===== src/sv/krs_pkg.sv =====
`timescale 1ns / 1ps
// ----------------------------------------------------------------------------
// krs_pkg
// Shared constants, operation codes and types of the keyed record slot table.
// ----------------------------------------------------------------------------
package krs_pkg;

  localparam int SLOT_COUNT = 32;
  localparam int ADDR_W     = (SLOT_COUNT > 1) ? $clog2(SLOT_COUNT) : 1;
  localparam int CNT_W      = $clog2(SLOT_COUNT + 1);
  localparam int HELD_W     = 6;
  localparam int KIND_W     = 3;

  localparam logic [KIND_W-1:0] KIND_ADD    = 3'd0;
  localparam logic [KIND_W-1:0] KIND_DELETE = 3'd1;
  localparam logic [KIND_W-1:0] KIND_UPDATE = 3'd2;
  localparam logic [KIND_W-1:0] KIND_GET    = 3'd3;
  localparam logic [KIND_W-1:0] KIND_NEXT   = 3'd4;
  localparam logic [KIND_W-1:0] KIND_REWIND = 3'd5;

  typedef struct packed {
    logic [7:0]  key;
    logic [7:0]  flags;
    logic [11:0] start;
    logic [11:0] stop;
  } rec_t;

  localparam int REC_W = $bits(rec_t);

  // One beat of the slot scan: read data for slot idx is valid this cycle,
  // or the scan has finished.
  typedef struct packed {
    logic              vld;
    logic [ADDR_W-1:0] idx;
    logic              fin;
  } beat_t;

endpackage


===== src/sv/krs_ram.sv =====
`timescale 1ns / 1ps
// ----------------------------------------------------------------------------
// krs_ram
// Single-port synchronous RAM with a registered read.
// ----------------------------------------------------------------------------
module krs_ram #(
  parameter int WIDTH = 8,
  parameter int DEPTH = 16
) (
  input  logic                                         clk,
  input  logic                                         we,
  input  logic                                         re,
  input  logic [((DEPTH > 1) ? $clog2(DEPTH) : 1)-1:0] addr,
  input  logic [WIDTH-1:0]                             wdata,
  output logic [WIDTH-1:0]                             rdata
);

  logic [WIDTH-1:0] mem [DEPTH];

  always_ff @(posedge clk) begin
    if (we) begin
      mem[addr] <= wdata;
    end else if (re) begin
      rdata <= mem[addr];
    end
  end

endmodule


===== src/sv/krs_scan.sv =====
`timescale 1ns / 1ps
// ----------------------------------------------------------------------------
// krs_scan
// Slot scan engine: walks slot addresses from a start position to the end of
// the table, one read per cycle, and marks when each read word returns.
// ----------------------------------------------------------------------------
module krs_scan (
  input  logic                       clk,
  input  logic                       rst,
  input  logic                       go,
  input  logic [krs_pkg::CNT_W-1:0]  from_pos,
  output logic                       rd_en,
  output logic [krs_pkg::ADDR_W-1:0] rd_addr,
  output krs_pkg::beat_t             beat
);

  logic                      active;
  logic [krs_pkg::CNT_W-1:0] cnt;
  logic                      in_range;

  assign in_range = cnt < krs_pkg::CNT_W'(krs_pkg::SLOT_COUNT);
  assign rd_en    = active && in_range;
  assign rd_addr  = cnt[krs_pkg::ADDR_W-1:0];

  always_ff @(posedge clk) begin
    if (rst) begin
      active   <= 1'b0;
      beat.vld <= 1'b0;
      beat.fin <= 1'b0;
    end else begin
      beat.vld <= 1'b0;
      beat.fin <= 1'b0;
      if (go) begin
        active <= 1'b1;
        cnt    <= from_pos;
      end else if (active) begin
        if (in_range) begin
          cnt      <= cnt + 1'b1;
          beat.vld <= 1'b1;
          beat.idx <= cnt[krs_pkg::ADDR_W-1:0];
        end else begin
          // The last read word has been seen by now, so the finish follows it.
          active   <= 1'b0;
          beat.fin <= 1'b1;
        end
      end
    end
  end

endmodule


===== src/sv/keyed_record_slot_table.sv =====
`timescale 1ns / 1ps
// ----------------------------------------------------------------------------
// keyed_record_slot_table
// Table of keyed records held in one single-port RAM, with add, delete,
// update, get and an ordered walk over the occupied slots.
// ----------------------------------------------------------------------------
//  Channel    Signals                                        Handshake
//  command    kind, key, flag_bits, start_time, stop_time    start & !busy
//  result     ok, rec_key, rec_flags, rec_start, rec_stop,   done (one cycle)
//             entries_held, more_left
//
// Every command scans the RAM from its start slot to the end of the table,
// one slot a cycle: add, delete, update and get start at slot 0, next at the
// walk position, rewind at the end (no slot read). The single RAM port serves
// the scan reads and the final write. The result is shown for one cycle with
// done; busy drops in that same cycle. Reset is synchronous and empties the
// table at once through per-slot valid bits, so no clearing pass is needed.
// ----------------------------------------------------------------------------
module keyed_record_slot_table (
  input  logic        clk,
  input  logic        rst,
  input  logic        start,
  output logic        busy,
  input  logic [2:0]  kind,
  input  logic [7:0]  key,
  input  logic [7:0]  flag_bits,
  input  logic [11:0] start_time,
  input  logic [11:0] stop_time,
  output logic        done,
  output logic        ok,
  output logic [7:0]  rec_key,
  output logic [7:0]  rec_flags,
  output logic [11:0] rec_start,
  output logic [11:0] rec_stop,
  output logic [5:0]  entries_held,
  output logic        more_left
);

  localparam logic ST_IDLE = 1'b0;
  localparam logic ST_SCAN = 1'b1;

  localparam logic [krs_pkg::CNT_W-1:0] END_POS = krs_pkg::CNT_W'(krs_pkg::SLOT_COUNT);

  logic state;

  logic [krs_pkg::KIND_W-1:0] kind_r;
  logic [7:0]                 key_r;
  logic [7:0]                 flags_r;
  logic [11:0]                start_r;
  logic [11:0]                stop_r;

  logic [krs_pkg::SLOT_COUNT-1:0] valid;
  logic [krs_pkg::CNT_W-1:0]      entry_count;
  logic [krs_pkg::CNT_W-1:0]      walk_pos;
  logic [krs_pkg::CNT_W-1:0]      walk_visited;

  logic                       hit;
  logic [krs_pkg::ADDR_W-1:0] hit_idx;
  krs_pkg::rec_t              hit_rec;
  logic                       empty_hit;
  logic [krs_pkg::ADDR_W-1:0] empty_idx;

  logic                       go;
  logic [krs_pkg::CNT_W-1:0]  from_pos;
  logic                       rd_en;
  logic [krs_pkg::ADDR_W-1:0] rd_addr;
  krs_pkg::beat_t             beat;
  logic                       vbit_q;
  logic [krs_pkg::REC_W-1:0]  rdata;
  krs_pkg::rec_t              rd_rec;
  logic                       match;

  logic                       finish;
  logic                       we;
  logic [krs_pkg::ADDR_W-1:0] waddr;
  krs_pkg::rec_t              wrec;
  logic [krs_pkg::ADDR_W-1:0] ram_addr;

  logic                      ok_next;
  krs_pkg::rec_t             rec_next;
  logic [krs_pkg::CNT_W-1:0] count_next;
  logic [krs_pkg::CNT_W-1:0] pos_next;
  logic [krs_pkg::CNT_W-1:0] visited_next;
  logic                      set_valid;
  logic                      clr_valid;

  assign busy   = (state == ST_SCAN);
  assign go     = start && (state == ST_IDLE);
  assign finish = (state == ST_SCAN) && beat.fin;

  always_comb begin
    case (kind)
      krs_pkg::KIND_ADD,
      krs_pkg::KIND_DELETE,
      krs_pkg::KIND_UPDATE,
      krs_pkg::KIND_GET:  from_pos = '0;
      krs_pkg::KIND_NEXT: from_pos = walk_pos;
      default:            from_pos = END_POS;
    endcase
  end

  krs_scan u_scan (
    .clk      (clk),
    .rst      (rst),
    .go       (go),
    .from_pos (from_pos),
    .rd_en    (rd_en),
    .rd_addr  (rd_addr),
    .beat     (beat)
  );

  assign ram_addr = we ? waddr : rd_addr;

  krs_ram #(
    .WIDTH (krs_pkg::REC_W),
    .DEPTH (krs_pkg::SLOT_COUNT)
  ) u_ram (
    .clk   (clk),
    .we    (we),
    .re    (rd_en),
    .addr  (ram_addr),
    .wdata (wrec),
    .rdata (rdata)
  );

  // A slot never written since reset reads as an empty record.
  always_ff @(posedge clk) begin
    if (rd_en) begin
      vbit_q <= valid[rd_addr];
    end
  end

  assign rd_rec = vbit_q ? krs_pkg::rec_t'(rdata) : '0;

  always_comb begin
    if (kind_r == krs_pkg::KIND_NEXT) begin
      match = (rd_rec.key != 8'd0);
    end else begin
      match = (key_r != 8'd0) && (rd_rec.key == key_r);
    end
  end

  always_ff @(posedge clk) begin
    if (go) begin
      hit       <= 1'b0;
      empty_hit <= 1'b0;
    end else if (beat.vld) begin
      if (match && !hit) begin
        hit     <= 1'b1;
        hit_idx <= beat.idx;
        hit_rec <= rd_rec;
      end
      if ((rd_rec.key == 8'd0) && !empty_hit) begin
        empty_hit <= 1'b1;
        empty_idx <= beat.idx;
      end
    end
  end

  always_comb begin
    ok_next      = 1'b0;
    rec_next     = '0;
    count_next   = entry_count;
    pos_next     = walk_pos;
    visited_next = walk_visited;
    we           = 1'b0;
    waddr        = hit_idx;
    wrec         = '{key: key_r, flags: flags_r, start: start_r, stop: stop_r};
    set_valid    = 1'b0;
    clr_valid    = 1'b0;
    case (kind_r)
      krs_pkg::KIND_ADD: begin
        if ((key_r != 8'd0) && !hit && empty_hit) begin
          ok_next    = 1'b1;
          count_next = entry_count + 1'b1;
          we         = finish;
          waddr      = empty_idx;
          set_valid  = 1'b1;
        end
      end
      krs_pkg::KIND_DELETE: begin
        if (hit) begin
          ok_next   = 1'b1;
          clr_valid = 1'b1;
          if (entry_count != '0) begin
            count_next = entry_count - 1'b1;
          end
        end
      end
      krs_pkg::KIND_UPDATE: begin
        if (hit) begin
          ok_next = 1'b1;
          we      = finish;
        end
      end
      krs_pkg::KIND_GET: begin
        if (hit) begin
          ok_next  = 1'b1;
          rec_next = hit_rec;
        end
      end
      krs_pkg::KIND_NEXT: begin
        // The walk skips empty slots even when nothing is returned.
        pos_next = hit ? krs_pkg::CNT_W'(hit_idx) : END_POS;
        if (hit && (walk_visited < entry_count)) begin
          ok_next      = 1'b1;
          rec_next     = hit_rec;
          pos_next     = krs_pkg::CNT_W'(hit_idx) + 1'b1;
          visited_next = walk_visited + 1'b1;
        end
      end
      krs_pkg::KIND_REWIND: begin
        ok_next      = 1'b1;
        pos_next     = '0;
        visited_next = '0;
      end
      default: begin
        ok_next = 1'b0;
      end
    endcase
  end

  always_ff @(posedge clk) begin
    if (go) begin
      kind_r  <= kind;
      key_r   <= key;
      flags_r <= flag_bits;
      start_r <= start_time;
      stop_r  <= stop_time;
    end
    if (finish) begin
      ok           <= ok_next;
      rec_key      <= rec_next.key;
      rec_flags    <= rec_next.flags;
      rec_start    <= rec_next.start;
      rec_stop     <= rec_next.stop;
      entries_held <= krs_pkg::HELD_W'(count_next);
      more_left    <= (visited_next < count_next);
    end
  end

  always_ff @(posedge clk) begin
    if (rst) begin
      state        <= ST_IDLE;
      done         <= 1'b0;
      valid        <= '0;
      entry_count  <= '0;
      walk_pos     <= '0;
      walk_visited <= '0;
    end else begin
      done <= finish;
      case (state)
        ST_IDLE: begin
          if (go) begin
            state <= ST_SCAN;
          end
        end
        ST_SCAN: begin
          if (beat.fin) begin
            state        <= ST_IDLE;
            entry_count  <= count_next;
            walk_pos     <= pos_next;
            walk_visited <= visited_next;
            if (set_valid) begin
              valid[empty_idx] <= 1'b1;
            end
            if (clr_valid) begin
              valid[hit_idx] <= 1'b0;
            end
          end
        end
        default: begin
          state <= ST_IDLE;
        end
      endcase
    end
  end

endmodule

===== config.mk =====
export PLATFORM = sky130hd
export DESIGN_NAME = keyed_record_slot_table
export DESIGN_NICKNAME = d
export VERILOG_FILES = /design/src/sv/krs_pkg.sv /design/src/sv/krs_ram.sv /design/src/sv/krs_scan.sv /design/src/sv/keyed_record_slot_table.sv
export SDC_FILE = /design/constraint.sdc
export NUM_CORES = 2
export LEC_CHECK = 0
export ABC_AREA = 0
export ABC_CLOCK_PERIOD_IN_PS = 6900
export BUFFER_PORTS_ARGS = -buffer_cell sky130_fd_sc_hd__buf_2
export CAP_MARGIN = 0
export CELL_PAD_IN_SITES_DETAIL_PLACEMENT = 0
export CELL_PAD_IN_SITES_GLOBAL_PLACEMENT = 1
export CORE_ASPECT_RATIO = 1.2
export CORE_UTILIZATION = 54
export DETAILED_ROUTE_END_ITERATION = 8
export GPL_TIMING_DRIVEN = 1
export PLACE_DENSITY = 0.79
export SYNTH_ARGS = -nofsm -noshare
export SYNTH_HDL_FRONTEND = slang
export SYNTH_SLANG_ARGS = --single-unit

===== constraint.sdc =====
create_clock -name clk -period 6.9 [get_ports clk]
set_clock_uncertainty 0.05 [all_clocks]
set_input_delay 0 -clock clk [delete_from_list [all_inputs] [get_ports clk]]
set_output_delay 0 -clock clk [all_outputs]
set_load 0.05 [all_outputs]

Yosys cells after proc, flatten, opt, wreduce, memory -nomap -nowiden

Memories as Yosys holds them, arrays and structs flattened. A register that Yosys moved wholly into a read port is not among the register bits.
Index checks and enable logic that the tools add are counted.

Register bits: 210
Memory bits (writable): 1280
Word-level logic and storage cells: 149
Memories: 1

Add/sub/neg operators: 5
$lt $le $gt $ge: 8
Equal/unequal tests: 10
Mux-type cells: 51
Bitwise logic cells: 8
Reductions and logical operators: 34

Memories:

| name      | words | bits a word | rd ports | clocked after memory_dff | write ports | RTL line      | source |
|---|---|---|---|---|---|---|---|
| u_ram.mem | 32    | 40          | 1        | 1                        | 1           | krs_ram.sv:18 | `logic [WIDTH-1:0] mem [DEPTH];` |

Operators by type and width:

| cell                                                       | number |
|---|---|
| two-way mux 32 bit                                         | 5 |
| two-way mux 40 bit                                         | 3 |
| case mux 40 bit (2 select lines)                           | 1 |
| two-way mux 6 bit                                          | 10 |
| case mux 6 bit (2 select lines)                            | 4 |
| AND 32 bit                                                 | 1 |
| inverter 32 bit                                            | 1 |
| OR 32 bit                                                  | 1 |
| two-way mux 1 bit                                          | 19 |
| adder 6 x 1 -> 6 bit, second input constant                | 3 |
| less-than comparator 5 x 6 -> 1 bit, second input constant | 3 |
| nonzero test 8 bit                                         | 2 |
| two-way mux 5 bit                                          | 3 |
| == test 3 x 2 -> 1 bit, second input constant              | 4 |
| less-than comparator 6 bit                                 | 2 |
| AND reduction 3 bit                                        | 4 |
| logical AND 1 bit                                          | 11 |
| demux 1 bit (select 5 bit)                                 | 2 |
| >= comparator 5 x 1 -> 1 bit, second input constant        | 2 |
| == test 3 bit, second input constant                       | 3 |
| == test 8 bit                                              | 1 |
| zero test 8 bit                                            | 1 |
| AND reduction 2 bit                                        | 4 |
| adder 5 x 1 -> 6 bit, second input constant                | 1 |
| 14 further kinds                                           | 25 |

Longest topological paths before layout

Depth in word-level cells: 11
Mapped depth: 13

Cells and area by module

From an unflattened synthesis, not the netlist that was laid out.

Cells, all modules: 3359
Area, all modules: 59036.6 µm²

Modules (own cells, without submodules):

| module                  | times used | cells an instance | area an instance (µm²) | seq. area each (µm²) |
|---|---|---|---|---|
| krs_ram                 | 1          | 2612              | 49866.6                | 39638.0 |
| keyed_record_slot_table | 1          | 698               | 8564.5                 | 5345.1 |
| krs_scan                | 1          | 49                | 605.6                  | 390.4 |

Worst setup path after synthesis

Ideal clock, no wire load.

Path kind: reg-to-reg
Start point: register key_r[1]
End point: memory u_ram.mem[24][0] (netlist bit), enable pin
Arrival: 4.794 ns
Required time: 6.412 ns
Path slack: 1.618 ns
Stages on the path, launching flop included: 10
Period minus slack after synthesis: 5.282 ns
Path through: edfxtp_1 nor4_2 a2111oi_4 mux2_2 mux2i_1 nand3_1 buf_2 buf_2 buf_1 nor2_1

Longest elaborated chain between the ends: 7
Elaborated cells on any way between the ends: 10
Those cells by class: 7 x mux; 3 x reduce/logical

Ends and longest elaborated chain:

| element                                 | RTL line                       | source |
|---|---|---|
| from (decl)                             | keyed_record_slot_table.sv:47  | `logic [7:0] key_r;` |
| from (signal assigned)                  | keyed_record_slot_table.sv:226 | `key_r <= key;` |
| nonzero test 8 bit *                    | keyed_record_slot_table.sv:173 | `if ((key_r != 8'd0) && !hit && empty_hit) begin` |
| logical AND 1 bit * (2 in series)       | keyed_record_slot_table.sv:173 |  |
| two-way mux 1 bit                       | keyed_record_slot_table.sv:173 |  |
| case mux 1 bit (2 select lines)         | keyed_record_slot_table.sv:171 | `case (kind_r)` |
| two-way mux 1 bit                       | krs_ram.sv:21                  | `if (we) begin` |
| two-way mux 1 bit (not written as such) | krs_ram.sv:22                  | `mem[addr] <= wdata;` |
| to (decl)                               | krs_ram.sv:18                  |  |

Every way passes the cells marked *; elsewhere a longest branch is shown, timed or not.

Final worst setup path

Start point: register key_r[6]
End point: memory u_ram.mem[0][34] (netlist bit), enable pin

Same word-level chain as after synthesis.

==> flow_summary.ini <==
[route]
via_per_inst = 6.87
wl_per_cell_microns = 32.0
ant_nets = 0
route.detailed.drc = 0
routed-via-count = 36088
first_iter_violations = 5417
totalWireLength_mm = 168
first_pass_iters = 9

[clock_network]
clkTransAtPathRegs_ns = 0.06
htreeDepth = 4
cts_sinks = 1530
cts_tree = done
cts_setup_buffers = 0
post_cts_resize_count = 0
clockBufferDepth = 3
cts_buffers = 147
worstSkewPairLatency_ns = 0.78
cts_root_buffer = clkbuf_16

[place]
portBuffers = 95
dp_hpwl_mm = 91.1
gp_congestion = 0.824

[timing]
hold_viol = 0
slew_headroom_pct = 9.08
finalSetupViolCount = 0
worst_pin_slew_ns = 1.36
timing.final.max_slew_violations = 0
rsz0062_at_grt = no
min_period_over_period_pct = 83.4
timing.setup.tns_ns = 0
fmax_ghz = 0.174
fin_crit_ns = 5.76

[yosys]
syn_inst = 3531
netlist.area_leader.share_pct = 75.5
netlist_area_sq_um = 58600
yosys_warnings = 0
netlist_top_cells_count = edfxtp_1, a22oi_1, a21oi_1
synthesis.nets = 3596
seq_area_frac_synth_pct = 77.4
synth.most_common_cell = edfxtp_1
ys_types = 68
yosysTopAreaCell = edfxtp_1
ys_async_sr_fraction_pct = 0
synth_area_leaders = edfxtp_1, a22oi_1, a21oi_1, dfxtp_1, a22o_1
synthFlopType = edfxtp_1
syn_avg_cell_area_sq_um = 16.6
synth_seq_cells = 1530
synth_edf_count = 1473

[pwr]
power.share.combinational_pct = 4.0
internal_power_w = 0.0150
totalPowerFinal_w = 0.0190
seqPwrFrac_pct = 54.5
netSwitchingFraction_pct = 21.2
powerDensity_nw_per_um2 = 284
p_leak_nw = 21.3
p_switching_w = 0.00402
p_clk_share_pct = 41.5
vdd_drop_max_uv = 261

[worst_setup_path]
crit_fanout = 35
critPathKind = register to register
worstPathRequired_ns = 7.25
end_kind = register
worstSetupStartpointType = register
crit_arrival_ns = 6.10
r2r_cells = 7

[global_route]
grt_antenna_before_repair = 6
grtUsageMet1_pct = 42.2
overflow = 0
grt_util_met3_pct = 7.14
grt_max_degree = 120
grt_use_total_pct = 30.5
grt_pass1_vias = 34660
grt_pass1_wl_mm = 239
grt-busiest-layer = met2
met2_usage_pct = 46.7

[floorplanning]
row_count = 132
core_area_sq_um = 108000
die_area_sq_um = 110000
start_util_pct = 54.4
dieWidth_microns = 303
ios = 96
die_h_microns = 363

[final_layout]
syn_to_final_growth_pct = 14.0
nNetsFinal = 3793
multi_input_area_sq_um = 12500
nFillCells = 7721
register_area_sq_um = 45400
drive_gt1_share_pct = 12.8

[worst_hold_path]
holdCritPathClass = primary input to register
min_path_cells = 2

[run]
maxCapViolations = 0

[status]
outcome = finished, final reports clean
power groups by stage:
stage,Clock (W),Sequential [W],Combinational [W]
2_1_floorplan,0,0.0105,0.000420
3_3_place_gp,0,0.0105,0.000697
3_5_place_dp,0,0.0105,0.000705
4_1_cts,0.00794,0.0103,0.000744
5_1_grt,0.00827,0.0104,0.000797
6_report,0.00788,0.0104,0.000755
state kept, by name, indices dropped and copies added, names as in the netlist, 3 cells and up:
signal and flops:
stop_r 12, kind_r 3, start_r 12, hit_rec 40, rec_stop 12, u_scan.cnt 6
empty_idx 5, walk_visited 6, u_scan.beat 7, walk_pos 6, u_ram.rdata 40, flags_r 8
hit_idx 5, rec_flags 8, valid 32, rec_start 12, rec_key 8, entries_held 6
entry_count 6, u_ram.mem 1280, key_r 8
critical path: stages (launching register included):
cell and delay [ns]:
edfxtp_1 1.16, nor4_2 0.19, a2111oi_4 0.74, mux2_2 0.43
mux2i_1 0.70, nand3_4 0.57, nor2_4 0.81, buf_4 0.65
what timing repair did:
| action | in CTS | in global routing |
|---|---|---|
| hold buffers | 87 | 0 |
| hold endpoints to repair | 110 | 0 |
| setup endpoints to repair | 0 | 0 |
final timing paths:
kind,start,end,slack [ns]
setup / recovery,key_r[6],u_ram.mem[0][34],1.14
hold / removal,key[2],key_r[2],0.05
setup reg to reg,key_r[6],u_ram.mem[0][34],1.14
hold reg to reg,u_scan.beat[5],empty_idx[4],0.39
cell usage in the layout, fill, tap and decap left out, types with 66 or more instances in the layout:
master / count
a21oi_1: 247
a221oi_1: 116
a222oi_1: 80
a22o_1: 117
a22oi_1: 336
and2_1: 83
buf_2: 95
buf_4: 102
clkbuf_16: 151
dlygate4sd3_1: 87
edfxtp_1: 1473
mux2i_1: 96
nand2_1: 124
o21ai_0: 94
or4_1: 66
metal layers:
| metal | share of wire, % | wire length (microns) | vias to the layer above |
|---|---|---|---|
| li1 | - | - | 14994 |
| met1 | 38 | 63200 | 18087 |
| met2 | 46 | 77400 | 2608 |
| met3 | 12 | 20400 | 397 |
| met4 | 4.1 | 6830 | 2 |
| met5 | 0.0077 | 13 | - |
per-stage QoR:
stage	cells	util, %	cell area [sq um]	hold WS, ns	setup WS (ns)
3_5_place_dp	4899	56.9	61300	0.128	1.28
3_3_place_gp	4899	56.9	61300	0.127	1.47
5_1_grt	5251	62.0	66800	0.0365	0.988
4_1_cts	5251	62.0	66800	0.0107	1.24
6_report	5252	62.0	66800	0.0533	1.14
2_1_floorplan	3531	-	58600	0.0489	1.62
area by class of cell:
type | instances | area share [%]
flip-flops and latches | 1530 | 67.9
multi-input cells | 1729 | 18.8
clock buffers | 179 | 5.83
repair buffers | 297 | 3.55
well taps | 1407 | 2.63
clock inverters | 86 | 1.18
inverters | 23 | 0.131
diodes | 1 | 0.00375
cell families after synthesis:
| group | Yosys count | synth area share [%] |
|---|---|---|
| buffers and inverters | 272 | 1.85 |
| adders and majority gates | 19 | 0.406 |
| AOI/OAI and AO/OA | 1126 | 13.8 |
| and+or+nand+nor | 456 | 4.17 |
| DFF | 1530 | 77.4 |
| xor gates and xnor gates | 17 | 0.254 |
| muxes | 111 | 2.07 |
Note: power is estimated with default switching activity, not from simulation.
